$ cat config.mk
export PLATFORM = sky130hd
export DESIGN_NAME = i2c_master_transfer_sequencer
export DESIGN_NICKNAME = d
export VERILOG_FILES = /design/src/rtl/core/i2cmts_pkg.sv /design/src/rtl/core/i2c_master_transfer_sequencer.sv /design/src/rtl/core/i2cmts_buffer.sv /design/src/rtl/core/i2cmts_ctrl.sv /design/src/rtl/core/i2cmts_out_stage.sv
export SDC_FILE = /design/constraint.sdc
export NUM_CORES = 1
export LEC_CHECK = 0
export ABC_AREA = 1
export BUFFER_PORTS_ARGS = -buffer_cell sky130_fd_sc_hd__buf_2
export CORE_ASPECT_RATIO = 1.5
export CORE_MARGIN = 2
export CORE_UTILIZATION = 30
export DETAILED_ROUTE_END_ITERATION = 16
export PLACE_DENSITY = 0.45
export SKIP_LAST_GASP = 1
export SYNTH_ARGS = -nofsm -noshare
export SYNTH_HDL_FRONTEND = slang
export SYNTH_HIERARCHICAL = 1
export SYNTH_SLANG_ARGS = --single-unit
$ cat constraint.sdc
create_clock -name clk -period 4.5 [get_ports clk]
set_input_delay 0.9 -clock clk [delete_from_list [all_inputs] [get_ports clk]]
set_output_delay 0.9 -clock clk [all_outputs]
set_load 0.01 [all_outputs]
$ cat src/rtl/core/i2cmts_pkg.sv
package i2cmts_pkg;

  // command opcodes
  localparam logic [1:0] OP_LOAD  = 2'd0;
  localparam logic [1:0] OP_START = 2'd1;
  localparam logic [1:0] OP_EVENT = 2'd2;
  localparam logic [1:0] OP_READ  = 2'd3;

  // classified bus events
  localparam logic [3:0] EV_START      = 4'd0;
  localparam logic [3:0] EV_RESTART    = 4'd1;
  localparam logic [3:0] EV_ADDRW_ACK  = 4'd2;
  localparam logic [3:0] EV_DATAW_ACK  = 4'd3;
  localparam logic [3:0] EV_DATAR_ACK  = 4'd4;
  localparam logic [3:0] EV_ADDRR_ACK  = 4'd5;
  localparam logic [3:0] EV_DATAR_NACK = 4'd6;
  localparam logic [3:0] EV_ARB_LOST   = 4'd7;

  // command word
  typedef struct packed {
    logic [1:0] opcode;
    logic [6:0] buffer_index;
    logic [7:0] write_byte;
    logic [7:0] transfer_length;
    logic [3:0] event_kind;
    logic [7:0] rx_byte;
    logic [7:0] status_byte;
  } cmd_word_t;

  // response word
  typedef struct packed {
    logic       set_start;
    logic       set_stop;
    logic       set_ack;
    logic       keep_irq;
    logic       clear_flag;
    logic [7:0] send_byte;
    logic       send_valid;
    logic [7:0] read_byte;
    logic       transfer_ok;
    logic       error_flag;
    logic [7:0] error_status;
  } rsp_word_t;

  // buffer access, at most one per accepted command
  typedef struct packed {
    logic       we;
    logic       re;
    logic [7:0] addr;
    logic [7:0] wdata;
  } mem_req_t;

  // response fields resolved before the buffer read returns
  typedef struct packed {
    logic       set_start;
    logic       set_stop;
    logic       set_ack;
    logic       keep_irq;
    logic       clear_flag;
    logic       send_valid;
    logic       read_sel;
    logic       transfer_ok;
    logic       error_flag;
    logic [7:0] error_status;
  } stage_t;

endpackage

$ cat src/rtl/core/i2c_master_transfer_sequencer.sv
// Transfer sequencer of an I2C master: takes buffer loads, transfer starts,
// classified bus status events and buffer reads, one command word per cycle
// unless stalled, and answers each with one response word from the output
// register. The byte buffer is a single-port memory with a registered read,
// and each command makes at most one access to it, so words can follow back
// to back; a word whose response cannot leave waits in the read stage while
// the response ahead of it sits in the output register. Buffer contents are
// not cleared at reset, so an entry must be loaded before it is read or sent.
module i2c_master_transfer_sequencer #(
  parameter int BUFFER_DEPTH = 128
) (
  input  logic                  clk,
  input  logic                  rst,
  input  logic                  cmd_valid,
  output logic                  cmd_stall,
  input  i2cmts_pkg::cmd_word_t cmd,
  output logic                  rsp_valid,
  input  logic                  rsp_stall,
  output i2cmts_pkg::rsp_word_t rsp
);
  import i2cmts_pkg::*;

  logic     accept;
  mem_req_t req;
  stage_t   stage_next;
  logic [7:0] rdata;

  assign accept = cmd_valid && !cmd_stall;

  // decode and pointer state
  i2cmts_ctrl #(
    .BUFFER_DEPTH(BUFFER_DEPTH)
  ) u_ctrl (
    .clk       (clk),
    .rst       (rst),
    .accept    (accept),
    .cmd       (cmd),
    .req       (req),
    .stage_next(stage_next)
  );

  // byte buffer
  i2cmts_buffer #(
    .BUFFER_DEPTH(BUFFER_DEPTH)
  ) u_buffer (
    .clk  (clk),
    .req  (req),
    .rdata(rdata)
  );

  // read stage and output register
  i2cmts_out_stage u_out (
    .clk       (clk),
    .rst       (rst),
    .accept    (accept),
    .stage_next(stage_next),
    .rdata     (rdata),
    .busy      (cmd_stall),
    .rsp_valid (rsp_valid),
    .rsp_stall (rsp_stall),
    .rsp       (rsp)
  );

endmodule

$ cat src/rtl/core/i2cmts_buffer.sv
module i2cmts_buffer #(
  parameter int BUFFER_DEPTH = 128
) (
  input  logic                clk,
  input  i2cmts_pkg::mem_req_t req,
  output logic [7:0]          rdata
);
  import i2cmts_pkg::*;

  localparam int AW = $clog2(BUFFER_DEPTH);

  logic [7:0] mem [BUFFER_DEPTH];

  // single port buffer, registered read
  always_ff @(posedge clk) begin
    if (req.we) begin
      mem[req.addr[AW-1:0]] <= req.wdata;
    end
    if (req.re) begin
      rdata <= mem[req.addr[AW-1:0]];
    end
  end

endmodule

$ cat src/rtl/core/i2cmts_ctrl.sv
module i2cmts_ctrl #(
  parameter int BUFFER_DEPTH = 128
) (
  input  logic                  clk,
  input  logic                  rst,
  input  logic                  accept,
  input  i2cmts_pkg::cmd_word_t cmd,
  output i2cmts_pkg::mem_req_t  req,
  output i2cmts_pkg::stage_t    stage_next
);
  import i2cmts_pkg::*;

  localparam logic [8:0] DEPTH9 = 9'(BUFFER_DEPTH);

  logic [7:0] byte_pointer, byte_pointer_next;
  logic [7:0] active_length, active_length_next;
  logic       done_ok, done_ok_next;
  logic [7:0] last_error, last_error_next;

  logic [7:0] ptr_eff;
  logic [7:0] ptr_inc;
  logic       ptr_in_range;
  logic       idx_in_range;
  logic       we, re;
  logic [7:0] addr, wdata;
  stage_t     st;

  assign ptr_inc      = byte_pointer + 8'd1;
  assign ptr_in_range = {1'b0, byte_pointer} < DEPTH9;
  assign idx_in_range = {2'b00, cmd.buffer_index} < DEPTH9;
  // start and restart rewind the pointer before the send check
  assign ptr_eff      = (cmd.event_kind == EV_START || cmd.event_kind == EV_RESTART) ?
                        8'd0 : byte_pointer;

  // command decode and scalar state update
  always_comb begin
    byte_pointer_next  = byte_pointer;
    active_length_next = active_length;
    done_ok_next       = done_ok;
    last_error_next    = last_error;
    we    = 1'b0;
    re    = 1'b0;
    addr  = 8'd0;
    wdata = cmd.rx_byte;
    st    = '0;
    case (cmd.opcode)
      OP_LOAD: begin
        we    = idx_in_range;
        addr  = {1'b0, cmd.buffer_index};
        wdata = cmd.write_byte;
      end
      OP_START: begin
        active_length_next = ({1'b0, cmd.transfer_length} > DEPTH9) ?
                             DEPTH9[7:0] : cmd.transfer_length;
        done_ok_next = 1'b0;
        st.set_start  = 1'b1;
        st.keep_irq   = 1'b1;
        st.clear_flag = 1'b1;
      end
      OP_READ: begin
        re          = idx_in_range;
        addr        = {1'b0, cmd.buffer_index};
        st.read_sel = idx_in_range;
      end
      default: begin
        case (cmd.event_kind)
          EV_START, EV_RESTART, EV_ADDRW_ACK, EV_DATAW_ACK: begin
            byte_pointer_next = ptr_eff;
            st.clear_flag     = 1'b1;
            if (ptr_eff < active_length) begin
              re                = 1'b1;
              addr              = ptr_eff;
              byte_pointer_next = ptr_eff + 8'd1;
              st.send_valid     = 1'b1;
              st.keep_irq       = 1'b1;
            end else begin
              done_ok_next = 1'b1;
              st.set_stop  = 1'b1;
            end
          end
          EV_DATAR_ACK: begin
            we                = ptr_in_range;
            addr              = byte_pointer;
            byte_pointer_next = ptr_inc;
            st.set_ack    = ({1'b0, ptr_inc} + 9'd1) < {1'b0, active_length};
            st.keep_irq   = 1'b1;
            st.clear_flag = 1'b1;
          end
          EV_ADDRR_ACK: begin
            st.set_ack    = ({1'b0, byte_pointer} + 9'd1) < {1'b0, active_length};
            st.keep_irq   = 1'b1;
            st.clear_flag = 1'b1;
          end
          EV_DATAR_NACK: begin
            we            = ptr_in_range;
            addr          = byte_pointer;
            done_ok_next  = 1'b1;
            st.set_stop   = 1'b1;
            st.clear_flag = 1'b1;
          end
          EV_ARB_LOST: begin
            st.set_start  = 1'b1;
            st.keep_irq   = 1'b1;
            st.clear_flag = 1'b1;
          end
          default: begin
            last_error_next = cmd.status_byte;
            st.error_flag   = 1'b1;
          end
        endcase
      end
    endcase
    st.transfer_ok  = done_ok_next;
    st.error_status = last_error_next;
  end

  // buffer access only for accepted words
  assign req.we    = we & accept;
  assign req.re    = re & accept;
  assign req.addr  = addr;
  assign req.wdata = wdata;
  assign stage_next = st;

  always_ff @(posedge clk) begin
    if (rst) begin
      byte_pointer  <= 8'd0;
      active_length <= 8'd0;
      done_ok       <= 1'b0;
      last_error    <= 8'd0;
    end else if (accept) begin
      byte_pointer  <= byte_pointer_next;
      active_length <= active_length_next;
      done_ok       <= done_ok_next;
      last_error    <= last_error_next;
    end
  end

endmodule

$ cat src/rtl/core/i2cmts_out_stage.sv
module i2cmts_out_stage (
  input  logic                  clk,
  input  logic                  rst,
  input  logic                  accept,
  input  i2cmts_pkg::stage_t    stage_next,
  input  logic [7:0]            rdata,
  output logic                  busy,
  output logic                  rsp_valid,
  input  logic                  rsp_stall,
  output i2cmts_pkg::rsp_word_t rsp
);
  import i2cmts_pkg::*;

  logic      s1_valid;
  stage_t    s1;
  logic      advance;
  rsp_word_t rsp_next;

  // the read stage moves on whenever the output register is free or draining
  assign advance = s1_valid && (!rsp_valid || !rsp_stall);
  assign busy    = s1_valid && rsp_valid && rsp_stall;

  // merge buffer read data into the response word
  always_comb begin
    rsp_next.set_start    = s1.set_start;
    rsp_next.set_stop     = s1.set_stop;
    rsp_next.set_ack      = s1.set_ack;
    rsp_next.keep_irq     = s1.keep_irq;
    rsp_next.clear_flag   = s1.clear_flag;
    rsp_next.send_byte    = s1.send_valid ? rdata : 8'd0;
    rsp_next.send_valid   = s1.send_valid;
    rsp_next.read_byte    = s1.read_sel ? rdata : 8'd0;
    rsp_next.transfer_ok  = s1.transfer_ok;
    rsp_next.error_flag   = s1.error_flag;
    rsp_next.error_status = s1.error_status;
  end

  // read stage and output register valids
  always_ff @(posedge clk) begin
    if (rst) begin
      s1_valid  <= 1'b0;
      rsp_valid <= 1'b0;
    end else begin
      if (accept) begin
        s1_valid <= 1'b1;
      end else if (advance) begin
        s1_valid <= 1'b0;
      end
      if (advance) begin
        rsp_valid <= 1'b1;
      end else if (!rsp_stall) begin
        rsp_valid <= 1'b0;
      end
    end
  end

  // payload registers
  always_ff @(posedge clk) begin
    if (accept) begin
      s1 <= stage_next;
    end
    if (advance) begin
      rsp <= rsp_next;
    end
  end

endmodule
==> impl_metrics.ini, run 1 <==
[clocking]
insertion_delay_ns = 0.73
clkTransAtPathRegs_ns = 0.06
cts_buffers = 106
clkSinkCount = 1108
clockBufferDepth = 3
root_buffer = clkbuf_16
hold_buffers = 0
h-tree-depth = 3
tritoncts = built

[layout]
register_area_um2 = 33000
multi_input_area_um2 = 13800
finish.utilization_pct = 36.1
nNetsFinal = 5383
nFillCells = 16157
area_growth_syn_to_layout_pct = 19.6
drive_above_1_share_pct = 13.5

[pwr]
leakage_uw = 0.0245
ir_worst_vdd_v = 0.000300
cell_internal_pwr_uw = 17000
sw_frac_of_total_pct = 25.1
p_clk_share_pct = 38.9
seqPwrFrac_pct = 50.6
powerDensity_nw_per_um2 = 393
comb_power_share_pct = 10.5
switchingPower_uw = 5710

[setup_path]
cp-start-kind = primary input
critPathArrivalTime_ns = 4.77
crit_path_max_incr_delay_ns = 0.28
reg2reg_setup_slack_ns = 0.23
reg2reg_depth = 30
timing.rr.start = u_ctrl/byte_pointer[1]
required_ns = 4.96
path_class = in -> reg
path_common_cell = nand2_1
r2r-end = u_buffer/rdata[4]
cp_max_fo = 10
crit_slowest_cell = ha_1
end_kind = register

[sta]
period_share_pct = 95.8
tightestPinTransition_ns = 1.08
fmaxAchievable_mhz = 232
fin_tns_setup_ns = 0
fin_skew_ns = 0.0269
hold_viol_final = 0
setup_viol = 0
slew_violations = 0
rsz0062_at_grt = yes
post-route-min-period_ns = 4.31
relSlewSlack_pct = 27.9

[worst_hold_path]
worstHoldStart = u_out/rsp_next[7]
hp-class = reg -> reg
hold_depth = 0
whs_endpoint = u_out/rsp[7]

[routing]
drt_wl_total_um = 151000
ant_nets = 0
wl_met2_um = 78000
wl_per_cell_um = 20.1
vias_per_cell = 4.52
top_layer_used = met4
wl_met3_um = 5160
drtPass1Iterations = 5
drcViolationCount = 0
via_count = 33845
wl_met1_um = 62600
drtIter0Drc = 2213

[grt]
grt_pass1_wl_um = 221000
grt_start_max_net_pins = 129
antenna_found_initial = 1
track_usage_pct = 17.9
grt_pass1_vias = 33650
overflow = 0

[logic_synthesis]
synth.avg_cell_area_um2 = 9.86
yosys_warnings = 6
synthCells = 4904
syn_area_um2 = 48400
synth_nets = 4983

[floorplan]
fp.dieW_um = 332
die_h_um = 496
rows = 180
die-area_um2 = 165000
pin_count = 83
start_util_pct = 30.2
core_um2 = 160000

[outcome]
status = finished, final reports clean

[run]
cap_violations = 0

[place]
portBuffers = 82
place_congestion = 0.874
dp_hpwl_um = 95200
==> worst max path at each step <==
stage                                       from              endpoint  cells past startpoint
after CTS                 u_ctrl/byte_pointer[1]     u_buffer/rdata[1]                     30
after floorplan                          cmd[19]  u_buffer/mem[127][0]                     22
after global routing                     cmd[19]     u_buffer/rdata[1]                     31
after global placement                   cmd[19]     u_buffer/rdata[1]                     31
final                                    cmd[19]     u_buffer/rdata[5]                     31
after detailed placement                 cmd[19]     u_buffer/rdata[1]                     31
==> registers in the layout, indices dropped and copies added, names as in the netlist <==
name                  flops
u_ctrl/byte_pointer       8
u_out/rsp_valid           1
u_out/s1                  1
u_buffer/rdata            8
u_ctrl/done_ok            1
u_out/s1_valid            1
u_out/rsp                32
u_buffer/mem           1024
u_ctrl/active_length      8
u_ctrl/last_error         8
u_out/rsp_next           16
==> critical path: cells and delay by family <==
kind / cells / cell delay (ns)
simple gates: 18 / 1.65
compound gates: 3 / 0.59
fa+ha+maj: 2 / 0.41
buf+inv: 8 / 1.17
==> cells in the final DEF (no fill, tap or decap), drive strengths merged <==
cell and n:
a21oi 45, nand3 51, a21o 1, clkinv 47, nor2 279, or2 13, buf 514, nand4 4
ha 30, o21ai 33, a22oi 1, a31oi 3, nand2 2905, o21bai 1, clkbuf 137, o211ai 4
a211oi 5, nand3b 1, clkinvlp 8, o31ai 1, nor3 5, xnor2 4, bufinv 8, dfxtp 27
edfxtp 1081, mux2 8, xor2 12, diode 2, inv 166
==> metal layers <==
layer / vias to the layer above / global-route usage [%]
met5: - / 0
li1: 16559 / -
met1: 16384 / 21.8
met3: 182 / 1.65
met4: 0 / 6.71
met2: 720 / 32.9
==> final cells by class <==
cell class | count | area share, %
clock inverter | 65 | 0.984
inverter | 162 | 1.12
sequential | 1108 | 57.1
clock buffer | 133 | 4.80
multi-input combinational | 3406 | 23.8
antenna | 2 | 0.00865
tap | 2093 | 4.53
timing repair buffer | 518 | 7.69
timing repair inverter | 2 | 0.0389
==> through the flow <==
step / worst slack [ns] / hold slack (ns) / power, uW / std cells / cell area [um2]
floorplan: 0.220 / 0.400 / 12900 / 4904 / 48400
global placement: -0.659 / 0.403 / 14100 / 7269 / 54200
detailed placement: -0.671 / 0.405 / 14100 / 7269 / 54200
CTS: 0.0765 / 0.393 / 22900 / 7467 / 57500
global route: -0.0235 / 0.425 / 23500 / 7488 / 57800
finish: 0.190 / 0.420 / 22700 / 7489 / 57800
==> timing repair <==
item | in CTS | in global routing
resized for setup | 0 | 17
setup buffers | 0 | 14
setup endpoints to repair | 0 | 7
==> power by group through the flow <==
stage | Sequential (uW) | Clock (uW) | Combinational (uW)
after floorplan | 11700 | 0 | 1240
after global placement | 11700 | 0 | 2390
after detailed placement | 11700 | 0 | 2380
after CTS | 11500 | 9070 | 2380
after global routing | 11500 | 9420 | 2630
final | 11500 | 8830 | 2400
Note: power is estimated with default switching activity, not from simulation.
==> run 2: changes to the inputs <==
--- a/config.mk
+++ b/config.mk
@@ -9,9 +9,9 @@
 export BUFFER_PORTS_ARGS = -buffer_cell sky130_fd_sc_hd__buf_2
 export CORE_ASPECT_RATIO = 1.5
 export CORE_MARGIN = 2
-export CORE_UTILIZATION = 30
+export CORE_UTILIZATION = 50
 export DETAILED_ROUTE_END_ITERATION = 16
-export PLACE_DENSITY = 0.45
+export PLACE_DENSITY = 0.67
 export SKIP_LAST_GASP = 1
 export SYNTH_ARGS = -nofsm -noshare
 export SYNTH_HDL_FRONTEND = slang
==> run 2 against run 1 <==
  * Clock power down 2%
  * Largest cell class unchanged
  * Critical path type unchanged
  * Largest power group unchanged
  * Via count up 1.3%
  * Fmax up 5.5%
==> impl_metrics.ini, run 2 (synthesized netlist as in run 1, its figures left out) <==
[place]
portBuffers = 82
place_congestion = 0.941
dp_hpwl_um = 83600
dp.cells = 6435

[grt]
grt_start_max_net_pins = 129
track_usage_pct = 26.0
antenna_found_initial = 1
overflow = 0
grt_pass1_vias = 33562
grt_pass1_wl_um = 194000

[clocking]
h-tree-depth = 3
clockBufferDepth = 3
insertion_delay_ns = 0.72
root_buffer = clkbuf_16
clkSinkCount = 1108
cts_setup_buffers = 0
hold_buffers = 0
clkTransAtPathRegs_ns = 0.06
post_cts_resize_count = 0
cts_buffers = 101
tritoncts = built

[routing]
drtPass1Iterations = 6
wl_per_cell_um = 19.4
vias_per_cell = 5.18
via_count = 34284
drtIter0Drc = 3082
ant_nets = 0
drt_wl_total_um = 128000
drcViolationCount = 0

[setup_path]
required_ns = 4.94
reg2reg_depth = 26
end_kind = register
path_common_cell = nand2_1
r2r-end = u_buffer/rdata[4]
critPathArrivalTime_ns = 4.52
path_class = in -> reg
crit_path_max_incr_delay_ns = 0.30
cp-start-kind = primary input
crit_slowest_cell = ha_1
cp_max_fo = 42
timing.rr.start = u_ctrl/byte_pointer[5]
reg2reg_setup_slack_ns = 0.46

[layout]
final_cell_mix = 2,895 x nand2_1, 1,081 x edfxtp_1, 339 x buf_4, 269 x nor2_1, 152 x inv_1
nFillCells = 7721
final_cells = 6618
nNetsFinal = 5348
num_antenna_cells = 0
final_common_cell = nand2_1
area_growth_syn_to_layout_pct = 16.8
drive_above_1_share_pct = 12.9
largest_register_ffs = 1024
finish.utilization_pct = 59.0

[pwr]
leakage_uw = 0.0243
ir_worst_vdd_v = 0.000261
powerDensity_nw_per_um2 = 397

[sta]
holdWs_ns = 0.418
fin_skew_ns = 0.0416
rsz0062_at_grt = no
tightestPinTransition_ns = 0.943
relSlewSlack_pct = 37.1
slew_violations = 0
period_share_pct = 90.8
fmaxAchievable_mhz = 245
post-route-min-period_ns = 4.09
setup_viol = 0
hold_viol_final = 0

[floorplan]
rows = 139
pin_count = 83
die_h_um = 385
start_util_pct = 50.5
fp.dieW_um = 258
core_um2 = 95800
die-area_um2 = 99300

[worst_hold_path]
whs_endpoint = u_out/rsp[28]
hp-class = reg -> reg
hold_depth = 0
worstHoldStart = u_out/rsp_next[28]

[run]
cap_violations = 0

[outcome]
status = finished, final reports clean
run 2: cell types whose count changed in the layout (fill, tap and decap cells not counted), moves of 9 or more:
| cell | before | now |
|---|---|---|
| clkbuf_16 | 111 | 101 |
| clkinv_1 | 26 | 17 |
| nor2_2 | 17 | 7 |
| nor2_1 | 259 | 269 |
| buf_12 | 49 | 69 |
| buf_4 | 378 | 339 |
run 2: metal layers:
metal  up-vias  share of wire, %  global-route usage, %
met5         -                 0                      0
met2      1328                51                   45.8
met3       346               7.0                   3.74
met4         0               5.1                   13.4
li1      16495                 -                      -
met1     16115                37                   30.9
run 2: worst max path at each step:
stage             from              endpoint  slack (ns)
2_1_floorplan  cmd[19]  u_buffer/mem[127][0]        0.22
3_3_place_gp   cmd[19]   u_buffer/mem[23][7]       -0.23
3_5_place_dp   cmd[19]   u_buffer/mem[23][5]       -0.28
4_1_cts        cmd[19]   u_buffer/mem[23][5]        0.45
5_1_grt        cmd[19]     u_buffer/rdata[4]        0.14
6_report       cmd[19]     u_buffer/rdata[4]        0.41
run 2: worst max-delay path: cells and delay by family:
family,cells,cell delay [ns]
simple gates,18,1.86
fa+ha+maj,2,0.44
compound gates,3,0.53
buf+inv,6,0.78
run 2: area by class of cell:
| type | instances | area [um2] | area share (%) |
|---|---|---|---|
| timing repair buffer | 490 | 4340 | 7.67 |
| clock buffer | 124 | 2640 | 4.68 |
| sequential | 1108 | 33000 | 58.4 |
| multi-input combinational | 3406 | 13600 | 24.1 |
| inverter | 162 | 639 | 1.13 |
| clock inverter | 59 | 672 | 1.19 |
| tap | 1269 | 1590 | 2.81 |
run 2: power by group:
group | leakage (uW) | switching, uW | internal (uW)
clock | 0.00161 | 3780 | 4890
combinational | 0.0127 | 1590 | 693
sequential | 0.00998 | 24.4 | 11500
total | 0.0243 | 5400 | 17000
run 2: stage by stage:
stage / TNS (ns) / total power, uW / worst slack [ns] / area [um2]
final: 0 / 22400 / 0.414 / 56500
after global routing: 0 / 23100 / 0.137 / 56500
after CTS: 0 / 22500 / 0.449 / 56500
after detailed placement: -15.39 / 14000 / -0.277 / 53200
after global placement: -5.76 / 13900 / -0.231 / 53200
after floorplan: 0 / 12900 / 0.220 / 48400
